### src/rtl/core/pcw_pkg.sv
// ----------------------------------------------------------------------------
// pcw_pkg: shared types and constants of the PNG chunk walker
// Record kinds, chunk tags and the record structure that travels from the
// parser into the output queue.
// ----------------------------------------------------------------------------
package pcw_pkg;

  localparam logic [3:0] KIND_BADSIG  = 4'd0;
  localparam logic [3:0] KIND_HDR     = 4'd1;
  localparam logic [3:0] KIND_IDAT    = 4'd2;
  localparam logic [3:0] KIND_TEXT    = 4'd3;
  localparam logic [3:0] KIND_TIME    = 4'd4;
  localparam logic [3:0] KIND_GAMMA   = 4'd5;
  localparam logic [3:0] KIND_CHRM    = 4'd6;
  localparam logic [3:0] KIND_BKGD    = 4'd7;
  localparam logic [3:0] KIND_END     = 4'd8;
  localparam logic [3:0] KIND_SUMMARY = 4'd9;

  localparam logic [31:0] TAG_IHDR = 32'h49484452;
  localparam logic [31:0] TAG_IDAT = 32'h49444154;
  localparam logic [31:0] TAG_TEXT = 32'h74455874;
  localparam logic [31:0] TAG_TIME = 32'h74494D45;
  localparam logic [31:0] TAG_GAMA = 32'h67414D41;
  localparam logic [31:0] TAG_CHRM = 32'h6348524D;
  localparam logic [31:0] TAG_BKGD = 32'h624B4744;
  localparam logic [31:0] TAG_IEND = 32'h49454E44;

  localparam logic [31:0] HDR_DATA_LEN = 32'd13;
  localparam logic [3:0]  TAIL_BYTES   = 4'd11;
  localparam logic [7:0]  NUL_SUBST    = 8'd13;
  localparam logic [31:0] IDAT_EXTRA   = 32'd12;
  localparam logic [31:0] END_EXTRA    = 32'd8;
  localparam logic [3:0]  LAST_PRELUDE = 4'd15;

  localparam int QUEUE_DEPTH = 4;
  localparam int QPTR_W      = $clog2(QUEUE_DEPTH);

  typedef struct packed {
    logic [3:0]  kind;
    logic [2:0]  id;
    logic [31:0] value;
    logic        last;
  } rec_t;

  typedef struct packed {
    logic [1:0] cnt;
    rec_t       rec0;
    rec_t       rec1;
  } push_t;

  // Kind of a known chunk tag; the bad-signature code stands for no match,
  // since no tag ever produces it.
  function automatic logic [3:0] tag_kind(input logic [31:0] tag);
    logic [3:0] k;
    case (tag)
      TAG_IDAT: k = KIND_IDAT;
      TAG_TEXT: k = KIND_TEXT;
      TAG_TIME: k = KIND_TIME;
      TAG_GAMA: k = KIND_GAMMA;
      TAG_CHRM: k = KIND_CHRM;
      TAG_BKGD: k = KIND_BKGD;
      TAG_IEND: k = KIND_END;
      default:  k = KIND_BADSIG;
    endcase
    return k;
  endfunction

  function automatic logic [7:0] sig_letter(input logic [3:0] off);
    logic [7:0] c;
    case (off)
      4'd1:    c = 8'h50;
      4'd2:    c = 8'h4E;
      default: c = 8'h47;
    endcase
    return c;
  endfunction

endpackage

### src/rtl/core/pcw_parser.sv
// ----------------------------------------------------------------------------
// pcw_parser: per-byte chunk parser
// Holds the walk state and turns each accepted byte into zero, one or two
// records in the same cycle.
// ----------------------------------------------------------------------------
module pcw_parser (
  input  logic           clk,
  input  logic           rst_n,
  input  logic           fire,
  input  logic [7:0]     data_byte,
  input  logic           end_of_file,
  output pcw_pkg::push_t push
);

  typedef enum logic [1:0] {PH_SIG, PH_DATA, PH_TAIL, PH_SCAN} phase_t;

  phase_t      phase_r, phase_nxt;
  logic [63:0] win_r, win_nxt;
  logic [3:0]  off_r, off_nxt;
  logic [3:0]  kind_r, kind_nxt;
  logic [31:0] left_r, left_nxt;
  logic [31:0] acc_r, acc_nxt;
  logic [7:0]  colour_r, colour_nxt;
  logic [31:0] skip_r, skip_nxt;
  logic        fin_r, fin_nxt;

  logic [63:0]   win_shift;
  logic [31:0]   total, d, acc_new, left_dec;
  logic          do_scan, start_v, p_v, s_v;
  logic [3:0]    start_kind, mkind;
  logic [31:0]   start_len;
  pcw_pkg::rec_t p, s;

  always_comb begin
    phase_nxt  = phase_r;
    win_nxt    = win_r;
    off_nxt    = off_r;
    kind_nxt   = kind_r;
    left_nxt   = left_r;
    acc_nxt    = acc_r;
    colour_nxt = colour_r;
    skip_nxt   = skip_r;
    fin_nxt    = fin_r;
    win_shift  = {win_r[55:0], data_byte};
    total      = (kind_r == pcw_pkg::KIND_HDR) ? pcw_pkg::HDR_DATA_LEN : win_r[63:32];
    d          = total - left_r;
    acc_new    = {acc_r[23:0], data_byte};
    left_dec   = (left_r != 32'd0) ? left_r - 32'd1 : left_r;
    do_scan    = 1'b0;
    start_v    = 1'b0;
    start_kind = pcw_pkg::KIND_HDR;
    start_len  = pcw_pkg::HDR_DATA_LEN;
    mkind      = pcw_pkg::KIND_BADSIG;
    p_v        = 1'b0;
    p          = '0;
    s_v        = 1'b0;
    s          = '0;

    if (fire && !fin_r) begin
      case (phase_r)
        PH_SIG: begin
          win_nxt = win_shift;
          if (off_r inside {[4'd1:4'd3]} && data_byte != pcw_pkg::sig_letter(off_r)) begin
            p_v     = 1'b1;
            p.kind  = pcw_pkg::KIND_BADSIG;
            p.value = {24'd0, data_byte};
            fin_nxt = 1'b1;
          end else if (off_r == pcw_pkg::LAST_PRELUDE) begin
            if (win_shift[31:0] == pcw_pkg::TAG_IHDR) begin
              start_v = 1'b1;
            end else begin
              phase_nxt = PH_SCAN;
              do_scan   = 1'b1;
            end
          end else begin
            off_nxt = off_r + 4'd1;
          end
        end
        PH_DATA: begin
          acc_nxt = acc_new;
          p.kind  = kind_r;
          case (kind_r)
            pcw_pkg::KIND_HDR: begin
              if (d == 32'd3) begin
                p_v = 1'b1; p.value = acc_new;
              end else if (d == 32'd7) begin
                p_v = 1'b1; p.id = 3'd1; p.value = acc_new;
              end else if (d inside {[32'd8:32'd12]}) begin
                p_v = 1'b1; p.id = 3'(d - 32'd6); p.value = {24'd0, data_byte};
              end
              if (d == 32'd9) colour_nxt = data_byte;
            end
            pcw_pkg::KIND_TEXT: begin
              p_v     = 1'b1;
              p.value = {24'd0, (data_byte == 8'd0) ? pcw_pkg::NUL_SUBST : data_byte};
            end
            pcw_pkg::KIND_TIME: begin
              if (d == 32'd1) begin
                p_v = 1'b1; p.value = {16'd0, acc_new[15:0]};
              end else if (d inside {[32'd2:32'd6]}) begin
                p_v = 1'b1; p.id = 3'(d - 32'd1); p.value = {24'd0, data_byte};
              end
            end
            pcw_pkg::KIND_GAMMA: begin
              if (d == 32'd3) begin
                p_v = 1'b1; p.value = acc_new;
              end
            end
            pcw_pkg::KIND_CHRM: begin
              if (d <= 32'd31 && d[1:0] == 2'd3) begin
                p_v = 1'b1; p.id = d[4:2]; p.value = acc_new;
              end
            end
            pcw_pkg::KIND_BKGD: begin
              if (colour_r inside {8'd0, 8'd4}) begin
                if (d == 32'd1) begin
                  p_v = 1'b1; p.value = {16'd0, acc_new[15:0]};
                end
              end else if (colour_r inside {8'd2, 8'd6}) begin
                if (d inside {32'd1, 32'd3, 32'd5}) begin
                  p_v = 1'b1; p.id = d[3:1]; p.value = {16'd0, acc_new[15:0]};
                end
              end else if (colour_r == 8'd3) begin
                if (d == 32'd0) begin
                  p_v = 1'b1; p.value = {24'd0, data_byte};
                end
              end
            end
            default: ;
          endcase
          left_nxt = left_dec;
          if (left_dec == 32'd0) begin
            phase_nxt = PH_TAIL;
            off_nxt   = pcw_pkg::TAIL_BYTES;
          end
        end
        PH_TAIL: begin
          win_nxt = win_shift;
          if (off_r != 4'd0) off_nxt = off_r - 4'd1;
          if (off_nxt == 4'd0) phase_nxt = PH_SCAN;
        end
        default: begin
          win_nxt = win_shift;
          do_scan = 1'b1;
        end
      endcase

      if (do_scan) begin
        mkind = pcw_pkg::tag_kind(win_shift[31:0]);
        if (mkind == pcw_pkg::KIND_END) begin
          p_v     = 1'b1;
          p.kind  = pcw_pkg::KIND_END;
          p.value = win_shift[63:32] + pcw_pkg::END_EXTRA;
          fin_nxt = 1'b1;
          s_v     = 1'b1;
        end else if (mkind != pcw_pkg::KIND_BADSIG) begin
          if (mkind == pcw_pkg::KIND_IDAT) begin
            p_v     = 1'b1;
            p.kind  = pcw_pkg::KIND_IDAT;
            p.value = win_shift[63:32] + pcw_pkg::IDAT_EXTRA;
          end
          start_v    = 1'b1;
          start_kind = mkind;
          start_len  = win_shift[63:32];
        end else if (skip_r != '1) begin
          skip_nxt = skip_r + 32'd1;
        end
      end

      if (start_v) begin
        kind_nxt = start_kind;
        acc_nxt  = 32'd0;
        left_nxt = start_len;
        if (start_len == 32'd0) begin
          phase_nxt = PH_TAIL;
          off_nxt   = pcw_pkg::TAIL_BYTES;
        end else begin
          phase_nxt = PH_DATA;
        end
      end

      if (end_of_file && !fin_nxt) begin
        s_v     = 1'b1;
        fin_nxt = 1'b1;
      end
    end

    s.kind  = pcw_pkg::KIND_SUMMARY;
    s.value = skip_nxt;
    s.last  = 1'b1;
    p.last  = !s_v;
    push.cnt  = {1'b0, p_v} + {1'b0, s_v};
    push.rec0 = p_v ? p : s;
    push.rec1 = s;
  end

  always_ff @(posedge clk) begin
    if (!rst_n) begin
      phase_r  <= PH_SIG;
      win_r    <= '0;
      off_r    <= '0;
      kind_r   <= '0;
      left_r   <= '0;
      acc_r    <= '0;
      colour_r <= '0;
      skip_r   <= '0;
      fin_r    <= 1'b0;
    end else begin
      phase_r  <= phase_nxt;
      win_r    <= win_nxt;
      off_r    <= off_nxt;
      kind_r   <= kind_nxt;
      left_r   <= left_nxt;
      acc_r    <= acc_nxt;
      colour_r <= colour_nxt;
      skip_r   <= skip_nxt;
      fin_r    <= fin_nxt;
    end
  end

endmodule

### src/rtl/core/pcw_out_queue.sv
// ----------------------------------------------------------------------------
// pcw_out_queue: result queue
// Small register queue that takes up to two records a cycle and hands one
// record a cycle to the output channel while the output does not stall.
// ----------------------------------------------------------------------------
module pcw_out_queue (
  input  logic           clk,
  input  logic           rst_n,
  input  pcw_pkg::push_t push,
  input  logic           pop,
  output logic           not_empty,
  output logic           near_full,
  output pcw_pkg::rec_t  head
);

  pcw_pkg::rec_t             mem_r [pcw_pkg::QUEUE_DEPTH];
  logic [pcw_pkg::QPTR_W-1:0] wr_r, rd_r;
  logic [pcw_pkg::QPTR_W:0]   cnt_r, cnt_nxt;
  logic [pcw_pkg::QPTR_W-1:0] wr_p1;

  assign wr_p1     = wr_r + 1'b1;
  assign not_empty = (cnt_r != '0);
  // Room for two more records is kept so a byte that is taken always fits.
  assign near_full = (cnt_r > (pcw_pkg::QPTR_W+1)'(pcw_pkg::QUEUE_DEPTH - 2));
  assign head      = mem_r[rd_r];
  assign cnt_nxt   = cnt_r + (pcw_pkg::QPTR_W+1)'(push.cnt) - (pcw_pkg::QPTR_W+1)'(pop);

  always_ff @(posedge clk) begin
    if (push.cnt != 2'd0) mem_r[wr_r] <= push.rec0;
    if (push.cnt == 2'd2) mem_r[wr_p1] <= push.rec1;
  end

  always_ff @(posedge clk) begin
    if (!rst_n) begin
      wr_r  <= '0;
      rd_r  <= '0;
      cnt_r <= '0;
    end else begin
      wr_r  <= wr_r + pcw_pkg::QPTR_W'(push.cnt);
      rd_r  <= rd_r + pcw_pkg::QPTR_W'(pop);
      cnt_r <= cnt_nxt;
    end
  end

endmodule

### src/rtl/core/png_chunk_walker.sv
// A record is written into the output queue as its byte is taken and read from its head.
// Throughput: one byte per cycle while the input is not stalled; a byte that yields two
// records (end of walk or end of file) is absorbed by a four-entry queue.
// The input stalls only while that queue holds more than two records.
// Reset (synchronous, active low) returns to the signature prelude and empties the queue.
// ----------------------------------------------------------------------------
// png_chunk_walker: PNG chunk walker top level
// Parses a PNG byte stream and emits decoded chunk fields as records.
// ----------------------------------------------------------------------------
module png_chunk_walker (
  input  logic        clk,
  input  logic        rst_n,
  input  logic        in_valid,
  output logic        in_stall,
  input  logic [7:0]  in_data_byte,
  input  logic        in_end_of_file,
  output logic        out_valid,
  input  logic        out_stall,
  output logic [3:0]  out_record_kind,
  output logic [2:0]  out_field_id,
  output logic [31:0] out_field_value,
  output logic        out_last_of_run
);

  pcw_pkg::push_t push;
  pcw_pkg::rec_t  head;
  logic           fire, pop, near_full;

  assign fire = in_valid && !in_stall;
  assign pop  = out_valid && !out_stall;
  assign in_stall = near_full;

  pcw_parser u_parser (
    .clk         (clk),
    .rst_n       (rst_n),
    .fire        (fire),
    .data_byte   (in_data_byte),
    .end_of_file (in_end_of_file),
    .push        (push)
  );

  pcw_out_queue u_queue (
    .clk       (clk),
    .rst_n     (rst_n),
    .push      (push),
    .pop       (pop),
    .not_empty (out_valid),
    .near_full (near_full),
    .head      (head)
  );

  assign out_record_kind = head.kind;
  assign out_field_id    = head.id;
  assign out_field_value = head.value;
  assign out_last_of_run = head.last;

endmodule

### config.mk
export PLATFORM = sky130hd
export DESIGN_NAME = png_chunk_walker
export DESIGN_NICKNAME = d
export VERILOG_FILES = /design/src/rtl/core/pcw_pkg.sv /design/src/rtl/core/pcw_parser.sv /design/src/rtl/core/pcw_out_queue.sv /design/src/rtl/core/png_chunk_walker.sv
export SDC_FILE = /design/constraint.sdc
export NUM_CORES = 1
export LEC_CHECK = 0
export BUFFER_PORTS_ARGS = -buffer_cell sky130_fd_sc_hd__buf_2
export CAP_MARGIN = 20
export CORE_ASPECT_RATIO = 0.9
export CORE_UTILIZATION = 40
export DETAILED_ROUTE_END_ITERATION = 10
export HOLD_SLACK_MARGIN = 0.08
export SYNTH_ARGS = -nofsm -noshare
export SYNTH_HDL_FRONTEND = slang
export SYNTH_SLANG_ARGS = --single-unit
### constraint.sdc
create_clock -name clk -period 6.9 [get_ports clk]
set_input_delay 0.69 -clock clk [delete_from_list [all_inputs] [get_ports clk]]
set_output_delay 0.69 -clock clk [all_outputs]
set_load 0.01 [all_outputs]
* After elaboration in Yosys (flattened, before gate mapping) *
Memories as Yosys holds them, arrays and structs flattened. A register that Yosys moved wholly into a read port is not among the register bits.
Index checks and enable logic that the tools add are counted.
W data, S select, Z words.

storage, ports and cells
  bits in writable memories = 160
  logic and storage cells = 237
  output and inout bits = 42
  bits in registers = 178
  bits of input ports = 13
  ROM bits = 0
  memories = 1
  bits in latches = 0

cells by class
  divide/modulo/power cells = 0
  equal/unequal tests = 39
  magnitude comparators = 8
  shift-type cells = 0
  $add $sub $neg = 15
  bitwise operators = 1
  reductions and logical operators = 37
  muxes and demuxes = 124
  $mul = 0

memories
  memory         depth  bits a word  rd ports  clocked after memory_dff  wr ports  line                 source
  u_queue.mem_r  4      40           1         1                         2         pcw_out_queue.sv:16  pcw_pkg::rec_t mem_r [pcw_pkg::QUEUE_DEPTH];

operators with widths
  operator                 number
  $mux W32                 22
  $eq A32 B31 Y1 const B   8
  $pmux W32 S6             1
  $mux W35                 5
  $logic_not A32 Y1        3
  $mux W4                  18
  $add A32 B4 Y32 const B  2
  $eq A32 B3 Y1 const B    2
  $pmux W32 S2             1
  $mux W24                 2
  $mux W8                  6
  $mux W1                  45
  $mux W40                 1
  $mux W39                 1
  $add A32 B1 Y32 const B  1
  $eq A32 B1 Y1 const B    1
  $eq A32 B2 Y1 const B    1
  $eq A32 B4 Y1 const B    1
  $ge A32 B2 Y1 const B    1
  $ge A32 B4 Y1 const B    1
  $le A32 B3 Y1 const B    1
  $le A32 B4 Y1 const B    1
  $le A32 B5 Y1 const B    1
  $ne A32 B32 Y1 const B   1
  50 further kinds         97

* Longest topological paths before layout *
  depth after elaboration = 24
  depth in mapped cells = 26
  mapped depth without buffers = 24

* Modules after synthesis *
From an unflattened synthesis, not the netlist that was laid out.

unflattened totals
  cell total of the unflattened synthesis = 2416
  area total of the unflattened synthesis = 22591.7 um2

modules (own cells, without submodules)
  module            area an instance (um2)  instances  cells an instance  seq. area each (um2)
  pcw_parser        14198.6                 1          1984               3423.3
  pcw_out_queue     8365.5                  1          430                4944.7
  png_chunk_walker  27.5                    1          2                  0.0

* Least setup slack after synthesis *
OpenSTA, ideal clock, no wires.

  kind = reg2reg
  start point = reg u_parser.kind_r[0]
  end point = mem u_queue.mem_r[0][10] (netlist name), enable pin
  library setup time = 0.389 ns
  data arrival time = 6.200 ns
  path buffers = 3
  slack = 0.311 ns
  cell stages (with the launch flop) = 22
  clock period less this slack = 6.589 ns
  path through = dfxtp_1 nand2b_1 nor3_1 clkbuf_1 nor2b_1 fa_1 a21o_1 a221oi_4 o21ai_2 o22a_1 nor3b_2 a211oi_1 or4_4 or4b_1 buf_2 a211oi_4 inv_4 buf_6 ha_1 nor3_1 nor2_1 inv_1

RTL lines
  element                 line                 source
  from (decl)             pcw_parser.sv:20     logic [3:0] kind_r, kind_nxt;
  from (signal assigned)  pcw_parser.sv:212    kind_r <= kind_nxt;
  to (decl)               pcw_out_queue.sv:16

==> flow_metrics.py <==
metrics = {
    "outcome": {
        "status": "completed",
    },
    "global_routing": {
        "antenna_found_initial": 0,
        "grt_max_degree": 113,
        "grt_use_total": 0.255,
        "grt_overflow": 0,
        "grt_pass1_vias": 18400,
        "grt_pass1_wl_mm": 108,
    },
    "timing": {
        "final-hold-violation-count": 0,
        "final.setup.tns_ns": 0,
        "rsz0062_at_grt": "no",
        "hold_slack_ns": 0.459,
        "max_clock_freq_mhz": 152,
        "setup_viol": 0,
        "worst_pin_slew_ns": 1.17,
        "period_share": 0.953,
        "period_minus_slack_ns": 6.58,
        "finalMaxSlewViolations": 0,
        "finClkSkew_ns": 0.0142,
        "slew_headroom": 0.217,
    },
    "pwr": {
        "seqPwrFrac": 0.418,
        "p_switching_mw": 1.74,
        "swShare": 0.314,
        "power_frac_comb": 0.230,
        "internal_power_mw": 3.80,
        "cellPowerDensity_nw_per_um2": 239,
        "p_leak_nw": 8.03,
        "ir_worst_vdd_mv": 0.174,
        "power.share.clock": 0.352,
        "finalPower_mw": 5.55,
    },
    "setup_path": {
        "endpoint_kind": "flip-flop",
        "path_cells": "nand2b_1 > nor3_2 > buf_4 > nor2b_1 > ha_1 > o211ai_1 > a21o_1 > a21oi_1 > o21ai_0 > a21oi_1 > mux2_2 > or4_4 > or4b_1 > a211oi_4 > inv_4 > ha_1 > or3_2 > nor2_1 > o2bb2ai_1",
        "cpPeakStageDelay_ns": 0.78,
        "worstSetupStartpointType": "flip-flop",
        "cpMaxStageDelayCell": "or4b_1",
        "cp.required_ns": 7.28,
        "rr_startpoint": "u_parser.kind_r[0]$_SDFFE_PN0P_",
        "cp_max_fo": 34,
        "startpoint": "u_parser.kind_r[0]$_SDFFE_PN0P_",
        "worstPathArrival_ns": 6.96,
        "path_class": "flip-flop to flip-flop",
    },
    "floorplan": {
        "die_area_um2": 53600,
        "fp.dieW_um": 244,
        "chipHeight_um": 220,
        "coreArea_um2": 51900,
        "ios": 55,
        "initial_core_util": 0.406,
        "row_count": 79,
    },
    "detailed_routing": {
        "drc": 0,
        "wl_per_cell_um": 22.1,
        "via_count": 19300,
        "dr.pass1.iters": 8,
        "drt-vias-per-instance": 6.15,
        "routed_wl_mm": 69.0,
        "antenna_left": 0,
        "drt_iter0_markers": 2095,
    },
    "logic_synthesis": {
        "synth_ff_type": "dfxtp_1",
        "synth_top_area_frac": 0.200,
        "syn_area_per_cell_um2": 8.66,
        "yosysMostFrequentCell": "nand2_1",
        "ys_types": 92,
        "netlist_instances": 2432,
        "yosysWarningCount": 0,
        "synth_area_leaders": "dfxtp_1 (20%), edfxtp_1 (18%), nand2_1 (5.8%)",
        "yosysSeqAreaShare": 0.382,
        "synth_commonest_cells": "nand2_1 (328), dfxtp_1 (210), nor2_1 (156), clkbuf_1 (148), a21oi_1 (132)",
        "syn-cell-area_um2": 21100,
        "async_flop_share": 0,
        "syn_nets": 2509,
        "synth_edf_count": 128,
        "ys_ff_latch": 338,
        "yosys.area.top_type": "dfxtp_1",
    },
    "clocking": {
        "clkLatencyLatePin_ns": 0.55,
        "cts_setup_buffers": 0,
        "cts_buffers": 37,
        "cts.clk_slew.worst_paths_ns": 0.07,
        "cts-root-buf": "clkbuf_16",
        "cts_buffer_depth": 3,
        "htree_levels": 2,
        "cts_sinks": 338,
        "post_cts_resized": 0,
        "cts_tree": "yes",
        "cts_hold_buf": 0,
    },
    "finish": {
        "drive_gt1_frac": 0.115,
        "final_cells": 3131,
        "nNetsFinal": 2490,
        "area_growth_pct": 10.2,
        "fillCellCount": 5122,
        "fin_area_um2": 23200,
    },
    "placement": {
        "dp_hpwl_mm": 47.8,
        "place.gp.congestion": 0.925,
        "place_area_um2": 22000,
        "dp.cells": 3061,
        "io_buffer_count": 54,
    },
    "flow_run": {
        "max_cap_viol_count": 0,
    },
    "hold_path": {
        "hold_path.class": "flip-flop to flip-flop",
        "hold_path_startpoint": "u_queue.mem_r[3][35]$_SDFFE_PP0P_",
    },
}
==> flip-flops by register name (all words and copies together) (netlist names) <==
name,count
u_queue.mem_r,160
u_parser.colour_r,8
u_parser.fin_r,1
u_parser.skip_r,32
u_queue.cnt_r,3
u_queue.wr_r,2
u_parser.left_r,32
u_parser.kind_r,4
u_parser.off_r,4
u_queue.rd_r,2
u_parser.phase_r,2
u_parser.acc_r,24
u_parser.win_r,64
==> routing by layer <==
metal  up-vias  global-route usage  wire length [um]
met3       140              0.0328              4870
met1      9377               0.353             31000
met5         -                   0                 0
met2       780               0.413             31400
met4         0              0.0773              1820
li1       8968                   -                 -
==> cells by family (layout without fill, tap and decap cells) <==
logic type	count (synthesis)	in the layout	share of synthesized area
muxes	64	64	0.0548
buffers and inverters	256	266	0.0476
adders and majority gates	64	64	0.0387
xor gates and xnor gates	91	91	0.0378
and+or+nand+nor	932	932	0.221
DFF	338	338	0.382
other	0	1	0
AOI/OAI and AO/OA	687	687	0.218
==> through the flow <==
stage / util / setup slack [ns]
global route: 0.447 / 0.00660
detailed placement: 0.425 / 0.330
floorplan: - / 0.311
global placement: 0.425 / 0.506
finish: 0.447 / 0.322
CTS: 0.447 / 0.306
==> layout make-up <==
class                   count  area, um2  area share
multi-input cells        1838      12100       0.519
flip-flops and latches    338       8050       0.347
clock buffers              48       1010      0.0434
well taps                 688        861      0.0371
repair buffers            115        766      0.0330
inverters                  83        314      0.0135
clock inverters            20        161     0.00695
diodes                      1       2.50    0.000108
==> cell usage in the layout, fill, tap and decap left out, types with 33 or more instances in the layout <==
master	count
dfxtp_1	208
inv_1	82
o22ai_1	130
nor2b_1	84
nand4_1	46
o21ai_0	124
edfxtp_1	128
a21oi_1	132
a21boi_0	70
and3_1	33
buf_4	58
ha_1	62
nand2_1	327
clkbuf_16	38
xnor2_1	62
nor3_1	72
nor2_1	154
nand3_1	48
buf_2	53
mux4_2	40
==> worst paths after layout <==
kind,end,slack [ns],cells after the start
setup / recovery,u_queue.mem_r[0][4]$_DFFE_PP_,0.32,19
hold reg to reg,u_queue.mem_r[3][35]$_SDFFE_PP0P_,0.46,2
hold / removal,u_queue.mem_r[3][35]$_SDFFE_PP0P_,0.46,2
setup reg to reg,u_queue.mem_r[0][4]$_DFFE_PP_,0.32,19
==> worst max-delay path, delay by kind of cell, from the launching register on <==
family,cells,cell delay (ns)
fa+ha+maj,2,0.70
buf+inv,2,0.56
mux,1,0.35
flops,1,0.46
compound gates,7,1.67
simple gates,7,2.65
==> power groups by stage <==
stage	Sequential (mW)	Clock, mW	Combinational [mW]
floorplan	2.32	0	0.886
global placement	2.35	0	1.27
detailed placement	2.36	0	1.28
CTS	2.32	1.98	1.29
global route	2.33	2.06	1.39
finish	2.32	1.95	1.28
Power figures use the tool's default switching activity.
